--- config.mk ---
export PLATFORM = sky130hd
export DESIGN_NAME = terminal_key_sequence_decoder
export DESIGN_NICKNAME = d
export VERILOG_FILES = /design/src/design/tksd_pkg.sv /design/src/design/tksd_in_stage.sv /design/src/design/tksd_decode.sv /design/src/design/tksd_out_stage.sv /design/src/design/terminal_key_sequence_decoder.sv
export SDC_FILE = /design/constraint.sdc
export NUM_CORES = 1
export LEC_CHECK = 0
export ABC_CLOCK_PERIOD_IN_PS = 6400
export BUFFER_PORTS_ARGS = -buffer_cell sky130_fd_sc_hd__buf_4
export CORE_MARGIN = 5
export CORE_UTILIZATION = 50
export DETAILED_ROUTE_END_ITERATION = 8
export GPL_ROUTABILITY_DRIVEN = 0
export GPL_TIMING_DRIVEN = 0
export HOLD_SLACK_MARGIN = 0.15
export PLACE_DENSITY_LB_ADDON = 0.05
export SETUP_SLACK_MARGIN = 0.3
export SYNTH_ARGS = -nofsm -noshare
export SYNTH_HDL_FRONTEND = slang
export SYNTH_HIERARCHICAL = 1
export SYNTH_SLANG_ARGS = --single-unit
--- constraint.sdc ---
create_clock -name clk -period 6.4 [get_ports clk]
set_input_delay 0.64 -clock clk [delete_from_list [all_inputs] [get_ports clk]]
set_output_delay 0.64 -clock clk [all_outputs]
set_load 0.005 [all_outputs]
--- src/design/tksd_pkg.sv ---
// ---------------------------------------------------------------------------
// Terminal key sequence decoder package
// Shared types, codes and key table lookups.
// ---------------------------------------------------------------------------
`default_nettype none

package tksd_pkg;

	localparam int TIMER_BITS_DEF = 18;
	localparam int TIMEOUT_W      = 18;
	localparam int CFG_IDX_W      = 1;

	localparam logic [TIMEOUT_W-1:0] TIMEOUT_RESET = 18'd250000;

	// Configuration register indexes
	localparam logic [CFG_IDX_W-1:0] REG_TIMEOUT  = 1'd0;
	localparam logic [CFG_IDX_W-1:0] REG_DEL_BSP  = 1'd1;

	// Byte codes
	localparam logic [7:0] ESC_BYTE  = 8'h1b;
	localparam logic [7:0] DEL_BYTE  = 8'h7f;
	localparam logic [7:0] CTRL_MASK = 8'h60;
	localparam logic [7:0] CTRL_SET  = 8'h40;
	localparam logic [7:0] CH_CSI    = 8'h5b;
	localparam logic [7:0] CH_SS3    = 8'h4f;

	// Event kinds
	localparam logic [1:0] KIND_NONE    = 2'd0;
	localparam logic [1:0] KIND_SPECIAL = 2'd1;
	localparam logic [1:0] KIND_CTRL    = 2'd2;
	localparam logic [1:0] KIND_UTF     = 2'd3;

	// Special key codes
	localparam logic [3:0] K_NONE  = 4'd0;
	localparam logic [3:0] K_UP    = 4'd1;
	localparam logic [3:0] K_DOWN  = 4'd2;
	localparam logic [3:0] K_RIGHT = 4'd3;
	localparam logic [3:0] K_LEFT  = 4'd4;
	localparam logic [3:0] K_HOME  = 4'd5;
	localparam logic [3:0] K_END   = 4'd6;
	localparam logic [3:0] K_PGUP  = 4'd7;
	localparam logic [3:0] K_PGDN  = 4'd8;
	localparam logic [3:0] K_INS   = 4'd9;
	localparam logic [3:0] K_BSP   = 4'd10;
	localparam logic [3:0] K_DEL   = 4'd11;
	localparam logic [3:0] K_ESC   = 4'd12;

	typedef struct packed {
		logic       func;
		logic [7:0] data_byte;
	} item_t;

	typedef struct packed {
		logic [1:0]  event_kind;
		logic [3:0]  special_key;
		logic [7:0]  ctrl_letter;
		logic [31:0] char_bytes;
		logic [2:0]  char_length;
	} result_t;

	function automatic logic is_digit(input logic [7:0] b);
		return (b >= "0") && (b <= "9");
	endfunction

	function automatic logic is_final(input logic [7:0] b);
		return (b == "A") || (b == "B") || (b == "C") || (b == "D") || (b == "H") ||
			(b == "F") || (b == "P") || (b == "V") || (b == "U") || (b == "Y");
	endfunction

	// Final-letter lookup; the last four letters exist only after '['
	function automatic logic [3:0] letter_key(input logic [7:0] intro, input logic [7:0] b);
		logic [3:0] k;
		k = K_NONE;
		case (b)
			"A": k = K_UP;
			"B": k = K_DOWN;
			"C": k = K_RIGHT;
			"D": k = K_LEFT;
			"H": k = K_HOME;
			"F": k = K_END;
			"P": k = (intro == CH_CSI) ? K_DEL  : K_NONE;
			"V": k = (intro == CH_CSI) ? K_PGUP : K_NONE;
			"U": k = (intro == CH_CSI) ? K_PGDN : K_NONE;
			"Y": k = (intro == CH_CSI) ? K_END  : K_NONE;
			default: k = K_NONE;
		endcase
		return k;
	endfunction

	// Digit sequence lookup: ESC [ digit ~ and ESC [ 4 h
	function automatic logic [3:0] digit_key(input logic [7:0] intro, input logic [7:0] d,
			input logic [7:0] b);
		logic [3:0] k;
		k = K_NONE;
		if (intro != CH_CSI) begin
			k = K_NONE;
		end else if (b == "h") begin
			k = (d == "4") ? K_INS : K_NONE;
		end else if (b == "~") begin
			case (d)
				"1": k = K_HOME;
				"3": k = K_DEL;
				"4": k = K_END;
				"5": k = K_PGUP;
				"6": k = K_PGDN;
				"7": k = K_HOME;
				"8": k = K_END;
				default: k = K_NONE;
			endcase
		end
		return k;
	endfunction

	// UTF-8 sequence length from the lead byte, zero for a bad lead
	function automatic logic [2:0] utf_len(input logic [7:0] b);
		logic [2:0] n;
		if (b < 8'h80) begin
			n = 3'd1;
		end else if (b >= 8'hc0 && b <= 8'hdf) begin
			n = 3'd2;
		end else if (b >= 8'he0 && b <= 8'hef) begin
			n = 3'd3;
		end else if (b >= 8'hf0 && b <= 8'hf7) begin
			n = 3'd4;
		end else begin
			n = 3'd0;
		end
		return n;
	endfunction

endpackage

`default_nettype wire

--- src/design/tksd_in_stage.sv ---
// ---------------------------------------------------------------------------
// Terminal key sequence decoder input stage
// Registers one input word and stalls only when it cannot move on.
// ---------------------------------------------------------------------------
`default_nettype none

module tksd_in_stage (
	input  wire logic            clk,
	input  wire logic            arst_n,
	input  wire logic            in_valid,
	input  wire tksd_pkg::item_t in_item,
	input  wire logic            blocked,
	output logic                 in_stall,
	output logic                 valid_s1,
	output tksd_pkg::item_t      item_s1
);
	import tksd_pkg::*;

	logic valid_s1_q;
	item_t item_s1_q;

	// Hold the word only while the result side is blocked
	assign in_stall = valid_s1_q && blocked;

	// Control: load a new word whenever the stage drains or is empty
	always_ff @(posedge clk or negedge arst_n) begin
		if (!arst_n) begin
			valid_s1_q <= 1'b0;
		end else if (!in_stall) begin
			valid_s1_q <= in_valid;
		end
	end

	// Payload
	always_ff @(posedge clk) begin
		if (in_valid && !in_stall) begin
			item_s1_q <= in_item;
		end
	end

	assign valid_s1 = valid_s1_q;
	assign item_s1  = item_s1_q;

endmodule

`default_nettype wire

--- src/design/tksd_decode.sv ---
// ---------------------------------------------------------------------------
// Terminal key sequence decoder parser
// Parse state, configuration registers and the per-word decode logic.
// ---------------------------------------------------------------------------
`default_nettype none

module tksd_decode #(
	parameter int TIMER_BITS = tksd_pkg::TIMER_BITS_DEF
) (
	input  wire logic                              clk,
	input  wire logic                              arst_n,
	input  wire logic                              cfg_we,
	input  wire logic [tksd_pkg::CFG_IDX_W-1:0]    cfg_index,
	input  wire logic [tksd_pkg::TIMEOUT_W-1:0]    cfg_data,
	input  wire logic                              valid_s1,
	input  wire tksd_pkg::item_t                   item_s1,
	input  wire logic                              blocked,
	output logic                                   res_valid,
	output tksd_pkg::result_t                      res
);
	import tksd_pkg::*;

	localparam int CMP_W = (TIMER_BITS > TIMEOUT_W) ? TIMER_BITS : TIMEOUT_W;
	localparam logic [TIMER_BITS-1:0] WAIT_FULL = {TIMER_BITS{1'b1}};

	typedef enum logic [2:0] {
		PH_IDLE  = 3'd0,
		PH_ESC   = 3'd1,
		PH_INTRO = 3'd2,
		PH_DIGIT = 3'd3,
		PH_UTF   = 3'd4
	} phase_t;

	phase_t                 phase_q, phase_d;
	logic [7:0]             intro_q, intro_d;
	logic [7:0]             digit_q, digit_d;
	logic [TIMER_BITS-1:0]  wait_q, wait_d;
	logic [31:0]            gathered_q, gathered_d;
	logic [2:0]             expected_q, expected_d;
	logic [2:0]             count_q, count_d;
	logic [TIMEOUT_W-1:0]   timeout_q;
	logic                   del_bsp_q;

	logic                   advance;
	logic                   tick;
	logic [7:0]             b;
	logic [TIMER_BITS-1:0]  wait_inc;
	logic                   wait_done;
	logic [2:0]             count_inc;
	logic [31:0]            byte_shifted;
	logic [2:0]             lead_len;

	assign advance = valid_s1 && !blocked;
	assign tick    = item_s1.func;
	assign b       = item_s1.data_byte;

	// Saturating tick count and timeout compare
	assign wait_inc  = (wait_q != WAIT_FULL) ? TIMER_BITS'(wait_q + 1'b1) : wait_q;
	assign wait_done = (CMP_W'(wait_inc) >= CMP_W'(timeout_q)) || (wait_inc == WAIT_FULL);

	// Place the next UTF-8 byte at its lane
	assign count_inc    = count_q + 3'd1;
	assign byte_shifted = {24'd0, b} << {count_q[1:0], 3'b000};
	assign lead_len     = utf_len(b);

	// Next state and result for the word in stage one
	always_comb begin
		phase_d    = phase_q;
		intro_d    = intro_q;
		digit_d    = digit_q;
		wait_d     = wait_q;
		gathered_d = gathered_q;
		expected_d = expected_q;
		count_d    = count_q;
		res_valid  = 1'b0;
		res        = '0;
		case (phase_q)
			PH_ESC: begin
				if (tick) begin
					wait_d = wait_inc;
					if (wait_done) begin
						phase_d         = PH_IDLE;
						res_valid       = 1'b1;
						res.event_kind  = KIND_SPECIAL;
						res.special_key = K_ESC;
					end
				end else if (b == ESC_BYTE) begin
					wait_d = '0;
				end else if (b == CH_CSI || b == CH_SS3) begin
					phase_d = PH_INTRO;
					intro_d = b;
					wait_d  = '0;
				end else begin
					phase_d         = PH_IDLE;
					res_valid       = 1'b1;
					res.event_kind  = KIND_SPECIAL;
					res.special_key = K_ESC;
				end
			end
			PH_INTRO: begin
				if (!tick) begin
					if (is_digit(b)) begin
						phase_d = PH_DIGIT;
						digit_d = b;
					end else if (is_final(b)) begin
						phase_d         = PH_IDLE;
						res_valid       = 1'b1;
						res.event_kind  = KIND_SPECIAL;
						res.special_key = letter_key(intro_q, b);
					end else begin
						phase_d   = PH_IDLE;
						res_valid = 1'b1;
					end
				end
			end
			PH_DIGIT: begin
				if (!tick) begin
					phase_d         = PH_IDLE;
					res_valid       = 1'b1;
					res.event_kind  = KIND_SPECIAL;
					res.special_key = digit_key(intro_q, digit_q, b);
				end
			end
			PH_UTF: begin
				if (!tick) begin
					if (count_q < 3'd4) begin
						gathered_d = gathered_q | byte_shifted;
					end
					count_d = count_inc;
					if (count_inc >= expected_q || count_inc >= 3'd4) begin
						phase_d         = PH_IDLE;
						res_valid       = 1'b1;
						res.event_kind  = KIND_UTF;
						res.char_bytes  = (count_q < 3'd4) ? (gathered_q | byte_shifted)
							: gathered_q;
						res.char_length = count_inc;
					end
				end
			end
			default: begin
				// Idle, and any stray phase code behaves as idle
				phase_d = PH_IDLE;
				if (!tick) begin
					if (b == ESC_BYTE) begin
						phase_d = PH_ESC;
						wait_d  = '0;
					end else if (b == DEL_BYTE) begin
						res_valid       = 1'b1;
						res.event_kind  = KIND_SPECIAL;
						res.special_key = del_bsp_q ? K_BSP : K_DEL;
					end else if ((b & CTRL_MASK) == 8'd0) begin
						res_valid       = 1'b1;
						res.event_kind  = KIND_CTRL;
						res.ctrl_letter = b | CTRL_SET;
					end else if (lead_len == 3'd0) begin
						res_valid = 1'b1;
					end else if (lead_len == 3'd1) begin
						res_valid       = 1'b1;
						res.event_kind  = KIND_UTF;
						res.char_bytes  = {24'd0, b};
						res.char_length = 3'd1;
					end else begin
						phase_d    = PH_UTF;
						gathered_d = {24'd0, b};
						expected_d = lead_len;
						count_d    = 3'd1;
					end
				end
			end
		endcase
	end

	// Parse state and configuration registers
	always_ff @(posedge clk or negedge arst_n) begin
		if (!arst_n) begin
			phase_q    <= PH_IDLE;
			intro_q    <= '0;
			digit_q    <= '0;
			wait_q     <= '0;
			gathered_q <= '0;
			expected_q <= '0;
			count_q    <= '0;
			timeout_q  <= TIMEOUT_RESET;
			del_bsp_q  <= 1'b1;
		end else begin
			if (advance) begin
				phase_q    <= phase_d;
				intro_q    <= intro_d;
				digit_q    <= digit_d;
				wait_q     <= wait_d;
				gathered_q <= gathered_d;
				expected_q <= expected_d;
				count_q    <= count_d;
			end
			if (cfg_we) begin
				case (cfg_index)
					REG_TIMEOUT: timeout_q <= cfg_data;
					REG_DEL_BSP: del_bsp_q <= cfg_data[0];
					default: ;
				endcase
			end
		end
	end

endmodule

`default_nettype wire

--- src/design/tksd_out_stage.sv ---
// ---------------------------------------------------------------------------
// Terminal key sequence decoder result register
// Holds one result word until the consumer takes it.
// ---------------------------------------------------------------------------
`default_nettype none

module tksd_out_stage (
	input  wire logic              clk,
	input  wire logic              arst_n,
	input  wire logic              valid_s1,
	input  wire logic              res_valid,
	input  wire tksd_pkg::result_t res,
	input  wire logic              out_stall,
	output logic                   blocked,
	output logic                   out_valid,
	output tksd_pkg::result_t      out_res
);
	import tksd_pkg::*;

	logic    out_valid_q;
	result_t res_q;
	logic    load;

	// Busy while a word waits and the consumer stalls
	assign blocked = out_valid_q && out_stall;
	assign load    = valid_s1 && res_valid && !blocked;

	// Control
	always_ff @(posedge clk or negedge arst_n) begin
		if (!arst_n) begin
			out_valid_q <= 1'b0;
		end else if (!blocked) begin
			out_valid_q <= load;
		end
	end

	// Payload
	always_ff @(posedge clk) begin
		if (load) begin
			res_q <= res;
		end
	end

	assign out_valid = out_valid_q;
	assign out_res   = res_q;

endmodule

`default_nettype wire

--- src/design/terminal_key_sequence_decoder.sv ---
// ---------------------------------------------------------------------------
// Terminal key sequence decoder
// Turns terminal bytes and time ticks into key events.
// ---------------------------------------------------------------------------
//  channel | handshake            | payload
//  --------+----------------------+---------------------------------------------
//  in      | in_valid / in_stall  | func, data_byte
//  out     | out_valid / out_stall| event_kind, special_key, ctrl_letter,
//          |                      | char_bytes, char_length
//  cfg     | cfg_we               | cfg_index, cfg_data
//
//  One word per cycle in while in_stall is low; a taken word is decoded from the
//  input register and its result is registered in the result register.
//  The parse state closes its loop through the decode logic.
//  in_stall rises only when both registers are full and out_stall is high.
//  Reset returns the parser to idle and loads timeout 250000, backspace mode.
// ---------------------------------------------------------------------------
`default_nettype none

module terminal_key_sequence_decoder #(
	parameter int TIMER_BITS = tksd_pkg::TIMER_BITS_DEF
) (
	input  wire logic                           clk,
	input  wire logic                           arst_n,
	input  wire logic                           in_valid,
	output logic                                in_stall,
	input  wire logic                           func,
	input  wire logic [7:0]                     data_byte,
	output logic                                out_valid,
	input  wire logic                           out_stall,
	output logic [1:0]                          event_kind,
	output logic [3:0]                          special_key,
	output logic [7:0]                          ctrl_letter,
	output logic [31:0]                         char_bytes,
	output logic [2:0]                          char_length,
	input  wire logic                           cfg_we,
	input  wire logic [tksd_pkg::CFG_IDX_W-1:0] cfg_index,
	input  wire logic [tksd_pkg::TIMEOUT_W-1:0] cfg_data
);
	import tksd_pkg::*;

	item_t   in_item;
	item_t   item_s1;
	logic    valid_s1;
	logic    blocked;
	logic    res_valid;
	result_t res;
	result_t out_res;

	assign in_item.func      = func;
	assign in_item.data_byte = data_byte;

	tksd_in_stage u_in (
		.clk      (clk),
		.arst_n   (arst_n),
		.in_valid (in_valid),
		.in_item  (in_item),
		.blocked  (blocked),
		.in_stall (in_stall),
		.valid_s1 (valid_s1),
		.item_s1  (item_s1)
	);

	tksd_decode #(
		.TIMER_BITS (TIMER_BITS)
	) u_dec (
		.clk       (clk),
		.arst_n    (arst_n),
		.cfg_we    (cfg_we),
		.cfg_index (cfg_index),
		.cfg_data  (cfg_data),
		.valid_s1  (valid_s1),
		.item_s1   (item_s1),
		.blocked   (blocked),
		.res_valid (res_valid),
		.res       (res)
	);

	tksd_out_stage u_out (
		.clk       (clk),
		.arst_n    (arst_n),
		.valid_s1  (valid_s1),
		.res_valid (res_valid),
		.res       (res),
		.out_stall (out_stall),
		.blocked   (blocked),
		.out_valid (out_valid),
		.out_res   (out_res)
	);

	assign event_kind  = out_res.event_kind;
	assign special_key = out_res.special_key;
	assign ctrl_letter = out_res.ctrl_letter;
	assign char_bytes  = out_res.char_bytes;
	assign char_length = out_res.char_length;

endmodule

`default_nettype wire

==> results of run 1 <==
## cell usage after synthesis (5+ instances only)
cell | n | share of area
a21o_1 | 7 | 0.0068
a21oi_1 | 46 | 0.030
a22o_1 | 52 | 0.059
and2_1 | 11 | 0.0089
and3_1 | 14 | 0.011
buf_2 | 6 | 0.0039
clkbuf_1 | 42 | 0.020
dfrtp_1 | 88 | 0.28
dfstp_2 | 8 | 0.027
edfxtp_1 | 58 | 0.22
ha_1 | 23 | 0.037
inv_1 | 22 | 0.011
mux2_2 | 10 | 0.015
nand2_1 | 57 | 0.028
nand2b_1 | 17 | 0.014
nand3_1 | 26 | 0.017
nand4_1 | 10 | 0.0081
nand4b_1 | 5 | 0.0057
nor2_1 | 57 | 0.028
nor2b_1 | 8 | 0.0065
nor3_1 | 13 | 0.0084
nor3b_1 | 9 | 0.0087
o21ai_0 | 44 | 0.028
o31ai_1 | 5 | 0.0048
xnor2_1 | 8 | 0.0091
xor2_1 | 8 | 0.0091
## final timing paths
path                                   endpoint  slack [ns]
max in group asynchronous  u_dec/gathered_q[29]        5.54
min                          u_dec/timeout_q[0]        0.20
min reg2reg                    u_dec/intro_q[3]        0.46
max                           u_out/out_res[33]        1.12
min in group clk                u_in/item_s1[0]        0.39
max reg2reg                   u_out/out_res[33]        1.12
## power breakdown
group / switching (W) / leakage [nW] / internal (W) / total [W]
Combinational: 0.000253 / 1.89 / 0.000195 / 0.000447
Clock: 0.000404 / 0.277 / 0.000560 / 0.000963
Sequential: 0.0000528 / 1.81 / 0.00114 / 0.00119
Total: 0.000709 / 3.98 / 0.00189 / 0.00260
## stage by stage
stage,power [W],setup slack (ns)
3_5_place_dp,0.00165,1.18
6_report,0.00260,1.12
5_1_grt,0.00273,0.770
4_1_cts,0.00262,1.14
3_3_place_gp,0.00163,-0.487
2_1_floorplan,0.00148,0.846
## cell type report
cell class | instances | area [µm²]
fillers | 1296 | 5970
flip-flops and latches | 154 | 4150
well taps | 188 | 235
repair buffers | 85 | 671
inverters | 22 | 82.6
clock buffers | 20 | 457
plain buffers | 50 | 199
clock inverters | 12 | 116
multi-input cells | 506 | 3310
## logic make-up after synthesis
logic type      after synthesis  share of synthesized area
xor+xnor                     16                     0.0181
fa+ha+maj                    24                     0.0385
flops                       154                      0.537
buf+inv                      72                     0.0364
compound gates              195                      0.174
other cells                   1                   0.000484
mux                          12                     0.0173
simple gates                258                      0.178
## layer usage
| metal | up-vias | GRT usage | part of all wire |
|---|---|---|---|
| li1 | 2904 | - | - |
| met2 | 204 | 0.340 | 0.48 |
| met3 | 23 | 0.0491 | 0.055 |
| met4 | 0 | 0.0543 | 0.015 |
| met5 | - | 0 | 0 |
| met1 | 2895 | 0.275 | 0.45 |
## sequential cells by signal, summed over array words and instances, names as in the netlist, 3 cells and up
name              cells
u_out/out_res        49
u_dec/gathered_q     32
u_dec/timeout_q      18
u_dec/wait_q         18
u_in/item_s1          9
u_dec/digit_q         8
u_dec/intro_q         8
u_dec/count_q         3
u_dec/expected_q      3
u_dec/phase_q         3
==> impl_results.md, run 1 <==
- WP data arrival: 5.44 ns
- CTS tree: yes
- Std-Cell Core Area: 15200 µm²
- Clock root cell: clkbuf_16
- Post-synthesis instance area: just under 8000 µm²
- VDD IR max: 189 µV
- Minimum hold slack: between 0.2 and 0.25 ns
- Most used cell along the critical path: nor2_1
- Hold buffer count at CTS: 0
- Crit-path slowest cell: dfrtp_1
- Chip width: 134 µm
- Critical path type: flip-flop to flip-flop
- Placed wire-length estimate: approximately 13000 µm
- Area Overhead vs Synth: 19.2%
- Gr ovfl total: 0
- Final Setup Violations: 0
- Initial Utilization: 0.509
- Pleak: 3.98 nW
- Largest net degree at the start of global routing: 97
- Minimum clock period: roughly 5.3 ns
- Unrepaired setup endpoints after global routing: no
- Most common cell after layout, fill and taps aside: dfrtp_1
- Status: complete, no violations
- Clock Latency Late Sink: 0.43 ns
- Die area: 18100 µm²
- CP bufs+invs: 2
- Crit path from: u_dec/wait_q[0]
- Final Hold Viols: 0
- Layout cell share with drive strength beyond 1: 0.186
- N_diodes: 0
- Path type of the worst min-delay path: input pin to asynchronous set/reset pin
- Die span in y: between 100 and 150 µm
- CTS Buffer Depth: 2
- Cell area after placement: 8630 µm²
- Vias post-DR: 6026
- CP delay by family, top: simple AND/OR/NAND/NOR gates
- Critical path, cell by cell: ha_1 > nand3_2 > or3_1 > clkbuf_1 > nor2_1 > nor2_1 > and3_1 > xor2_1 > ha_1 > nand3_1 > nor2_1 > a211o_1 > a222oi_1 > o21ai_1 > o31ai_2 > nand3_1 > nand2_1 > nor2_4 > buf_12
- Via-per-instance ratio: 5.81
- Post-DRT Antenna Nets: 0
- Synth Register Bits: 154
- Cells after Synth: 732
- CP max FO: 39
- Max cap viols: 0
- Worst-path clk slew: 0.06 ns
- Rel. slew slack: 0.284
- Ports: 84
- Required @ worst endpoint: 6.56 ns
- Number of synthesized flops with an enable pin: 58
- Sequential share of the synthesized area: 0.537
- Async SR Flop Fraction: 0.623
- CP startpoint kind: flip-flop
- Vias in the first global route: 5908
- Max H-tree Level: 4
- Synth warn: 6
- 1st-iter DRT viols: around 470
- Setup_tns: 0 ns
- Primary FF master, synth: dfrtp_1
- Slew Viols, Final: 0
- Nets: a little under 900
- Synthesized area per cell: 10.6 µm²
- Slew @ Worst Pin: 1.07 ns
- Crit path depth: 19
- DRC viols: 0
- Post-CTS Setup Repair Bufs: 0
- DR WL/cell: ~17 µm
- First-pass GRT wire length: a little under 30000 µm
- Reg2reg path depth: 19
- Fin Clk Skew: ~0.012 ns
- Routed WL: around 18000 µm
- GRT Overall Usage: 0.206
- # port buffers: 83
- Max Fclk: 189 MHz
- Netlist cell types: 75
- Syn_nets: just under 800
- Fin util: 0.607
- First drt pass iteration count: 5
- Site Rows: 45
- CP max stage delay: roughly 0.49 ns
- Non-filler cells in the finished layout: 1037
- Initial antenna violation count: 0
- Crit share post-route: 0.825
- Cts repair resizes: 0
- Pwr per Cell Area: between 200 and 300 nW/µm²
- Num CTS Buffers: 17
- Critical Path End Type: flip-flop
- Clk sink count: 154
- Placed Cells: between 1000 and 1500
- Post-route cell area: 9230 µm²
- RR Startpoint: u_dec/wait_q[0]
- Most frequent cells in the layout: dfrtp_1, buf_4, edfxtp_1
(Power assumes the default switching activity.)
==> run 2, diff against run 1 <==
--- a/config.mk
+++ b/config.mk
@@ -5,7 +5,8 @@
 export SDC_FILE = /design/constraint.sdc
 export NUM_CORES = 1
 export LEC_CHECK = 0
-export ABC_CLOCK_PERIOD_IN_PS = 6400
+export ABC_AREA = 1
+export ABC_CLOCK_PERIOD_IN_PS = 4650
 export BUFFER_PORTS_ARGS = -buffer_cell sky130_fd_sc_hd__buf_4
 export CORE_MARGIN = 5
 export CORE_UTILIZATION = 50
==> constraint.sdc (replaced) <==
create_clock -name clk -period 4.65 [get_ports clk]
set_input_delay 0.465 -clock clk [delete_from_list [all_inputs] [get_ports clk]]
set_output_delay 0.465 -clock clk [all_outputs]
set_load 0.005 [all_outputs]
==> run 2 against run 1 <==
Net effect:
- global-route usage increased by 2.0 points
- sequential share of layout area fell by 1.1 points
- sequential power rose by 45%
- largest power group unchanged
- critical path depth increased by 2
- sequential cell count is the same
- combinational power rose to 3.6 times the previous value
- clock power increased by 35%
- wire length increased by 11%
- power up 78%
- critical endpoint is now u_out/out_res[16]
- utilization decreased by 0.52 points
- non-clock buffer count is 17 lower
==> impl_results.md, run 2 <==
- Critical path type: flip-flop to flip-flop
- Critical Path End Type: flip-flop
- Fin Clk Skew: 0.0118 ns (+0.000328 ns)
- Most frequent cells in the layout: nand2_1, nor2_1, inv_1
- Max H-tree Level: 4 (unchanged)
- Status: complete, no violations
- Max FFs per register: 49 (unchanged)
- Area Overhead vs Synth: 19.3%
- Pwr per Cell Area: 491 nW/µm² (+74%)
- R2R Setup Slk: 0.72 ns (-0.40 ns)
- Async SR Flop Fraction: 0.623 (unchanged)
- Clock Latency Late Sink: 0.43 ns (about the same)
- # port buffers: 83 (unchanged)
- Max Fclk: 255 MHz (+34%)
- Ports: 84 (unchanged)
- Post-synthesis instance area: 7920 µm² (+2.3%)
- Routed WL: 20100 µm (+11%)
- First drt pass iteration count: 5 (unchanged)
- Cells after Synth: 942 (+29%)
- Layout cell share with drive strength beyond 1: 0.160 (-0.0263)
- Minimum clock period: 3.93 ns (-1.35 ns)
- Crit share post-route: 0.845 (+0.0201)
- 1st-iter DRT viols: 711 (+52%)
- CTS Buffer Depth: 2 (unchanged)
- Primary FF master, synth: dfrtp_1
- Num CTS Buffers: 17 (unchanged)
- Clock root cell: clkbuf_16
- Netlist cell types: 42 (-44%)
- Switching Fraction: 0.378 (+0.106)
- Die span in y: 136 µm (+1.1%)
- Sw Pwr: 0.00176 W (+150%)
- Path type of the worst min-delay path: input pin to asynchronous set/reset pin
- RR Startpoint: u_dec/wait_q[1]
- Worst-path clk slew: 0.07 ns (about the same)
- Vias in the first global route: 6488 (+9.8%)
- RR Endpoint: u_out/out_res[16]
- Cts repair resizes: 0 (unchanged)
- Synth warn: 6 (unchanged)
- Required @ worst endpoint: 4.77 ns (-1.79 ns)
- Vias post-DR: 6759 (+12%)
- Int Pwr: 0.00288 W (+52%)
- CP max FO: 35 (-10%)
- Placed wire-length estimate: 14500 µm (+13%)
- Most frequent cells after synthesis: nand2_1, nor2_1, inv_1
- Max cap viols: 0 (unchanged)
- Slew @ Worst Pin: 1.17 ns (+0.0976 ns)
- Most frequent cell after synthesis: nand2_1
- Combinational share of power: 0.348 (+0.176)
- Sequential share of the synthesized area: 0.524 (-0.0123)
- Via-per-instance ratio: 5.28 (-9.1%)
- Syn_nets: 998 (+27%)
- VDD IR max: 260 µV (+37%)
- Std-Cell Core Area: 15700 µm² (+3.4%)
- Reg power frac: 0.372 (-0.086)
- GRT Overall Usage: 0.226 (+0.0199)
- Non-filler cells in the finished layout: 1280 (+23%)
- Most common cell after layout, fill and taps aside: nand2_1
- Rel. slew slack: 0.221 (-0.0635)
- Setup_tns: 0 ns (unchanged)
- Synth area leader: dfrtp_1
- Clk sink count: 154 (unchanged)
- Synth Register Bits: 154 (unchanged)
- Site Rows: 46 (+2.2%)
- Initial Utilization: 0.504 (-0.00500)
- Crit path from: u_dec/wait_q[1]
- N_diodes: 0 (unchanged)
- Reg2reg path depth: 21 (+2)
- Die area: 18500 µm² (+2.2%)
- Unrepaired setup endpoints after global routing: no
- Area contributors post-synth: dfrtp_1, edfxtp_1, nand2_1
- Placed Cells: 1242 (+24%)
- Chip width: 136 µm (+1.1%)
- Pleak: 4.54 nW (+14%)
- Share of the synthesized area in the top cell type: 0.278 (-0.00651)
- CTS tree: yes
- Final Setup Violations: 0 (unchanged)
- Initial antenna violation count: 0 (unchanged)
- DR WL/cell: 15.7 µm (-9.7%)
- Largest net degree at the start of global routing: 97 (unchanged)
- Final Hold Viols: 0 (unchanged)
- Filler Cell Count: 1417 (+9.3%)
- First-pass GRT wire length: 32500 µm (+8.9%)
- Number of synthesized flops with an enable pin: 58 (unchanged)
- Clock power frac: 0.279 (-0.091)
- Post-DRT Antenna Nets: 0 (unchanged)
- Synthesized area per cell: 8.41 µm² (-20%)
- Gr ovfl total: 0 (unchanged)
- Slew Viols, Final: 0 (unchanged)
- DRC viols: 0 (unchanged)
- CP startpoint kind: flip-flop
- WP data arrival: 4.05 ns (-1.39 ns)
- Nets: 1107 (+24%)
## run 2: worst max-delay path by stage
stage | to | slack [ns] | depth (start not counted)
2_1_floorplan | u_out/out_res[0] | 0.47 | 19
3_3_place_gp | u_out/out_res[16] | -0.78 | 19
3_5_place_dp | u_out/out_res[16] | 0.46 | 20
4_1_cts | u_out/out_res[29] | 0.44 | 20
5_1_grt | u_out/out_res[24] | 0.46 | 26
6_report | u_out/out_res[16] | 0.72 | 21
## run 2: per-layer routing
layer | vias up | wire length [µm] | share of wire | GRT usage
met1 | 3166 | 9330 | 0.46 | 0.318
met2 | 242 | 9310 | 0.46 | 0.362
li1 | 3335 | - | - | -
met3 | 16 | 1310 | 0.065 | 0.0455
met5 | - | 0 | 0 | 0
met4 | 0 | 155 | 0.0077 | 0.0549
## run 2: metrics by stage
stage               power [W]  setup slack, ns  hold WS, ns  cell area [µm²]   util
global route          0.00498            0.461        0.193             9460  0.602
detailed placement    0.00333            0.461        0.453             8840  0.563
finish                0.00464            0.721        0.150             9460  0.602
global placement      0.00331           -0.779        0.440             8820  0.561
CTS                   0.00465            0.442        0.185             9390  0.598
floorplan             0.00285            0.474        0.169             7920      -
## run 2: power groups by stage
stage | sequential, W | combinational [W] | clock [W]
floorplan | 0.00173 | 0.00112 | 0
global placement | 0.00175 | 0.00156 | 0
detailed placement | 0.00175 | 0.00159 | 0
CTS | 0.00173 | 0.00160 | 0.00133
global route | 0.00175 | 0.00184 | 0.00139
finish | 0.00173 | 0.00162 | 0.00130
## run 2: final cells by class
class / instances / area (µm²) / area share
Clock buffer: 19 / 443 / 0.0468
Inverter: 131 / 492 / 0.0520
Clock inverter: 13 / 110 / 0.0116
Tap cell: 216 / 270 / 0.0286
Timing Repair Buffer: 90 / 704 / 0.0745
Buffer: 28 / 125 / 0.0132
Multi-Input combinational cell: 629 / 3160 / 0.334
Sequential cell: 154 / 4150 / 0.439
## run 2: kinds of logic after synthesis
kind of cell               Yosys count  share of synthesized area
AOI/OAI and AO/OA                  166                      0.118
xor gates and xnor gates             5                    0.00553
buffers and inverters              159                     0.0779
other                                1                   0.000473
and+or+nand+nor                    434                      0.238
DFF                                154                      0.524
adders and majority gates           23                     0.0363
## run 2: what timing repair did
item | in CTS | in global routing
setup buffers | 0 | 6
hold buffers | 0 | 0
setup endpoints to repair | 0 | 35
## run 2: worst max-delay path: stages (launching register included)
cell and delay, ns:
dfrtp_1 0.41, ha_1 0.25, nand3_1 0.14, nor2_1 0.26
nand4_1 0.12, nand2_1 0.14, nand2_1 0.12, ha_1 0.29
nand2_1 0.07, nor4_1 0.43, o2111ai_1 0.18, nand3_1 0.11
nor2_1 0.04, nand2_1 0.13, nand2_2 0.08, nand2_1 0.07
nand2_2 0.09, nand2_1 0.10, nand2_1 0.10, nor2_4 0.12
buf_12 0.13, buf_12 0.20
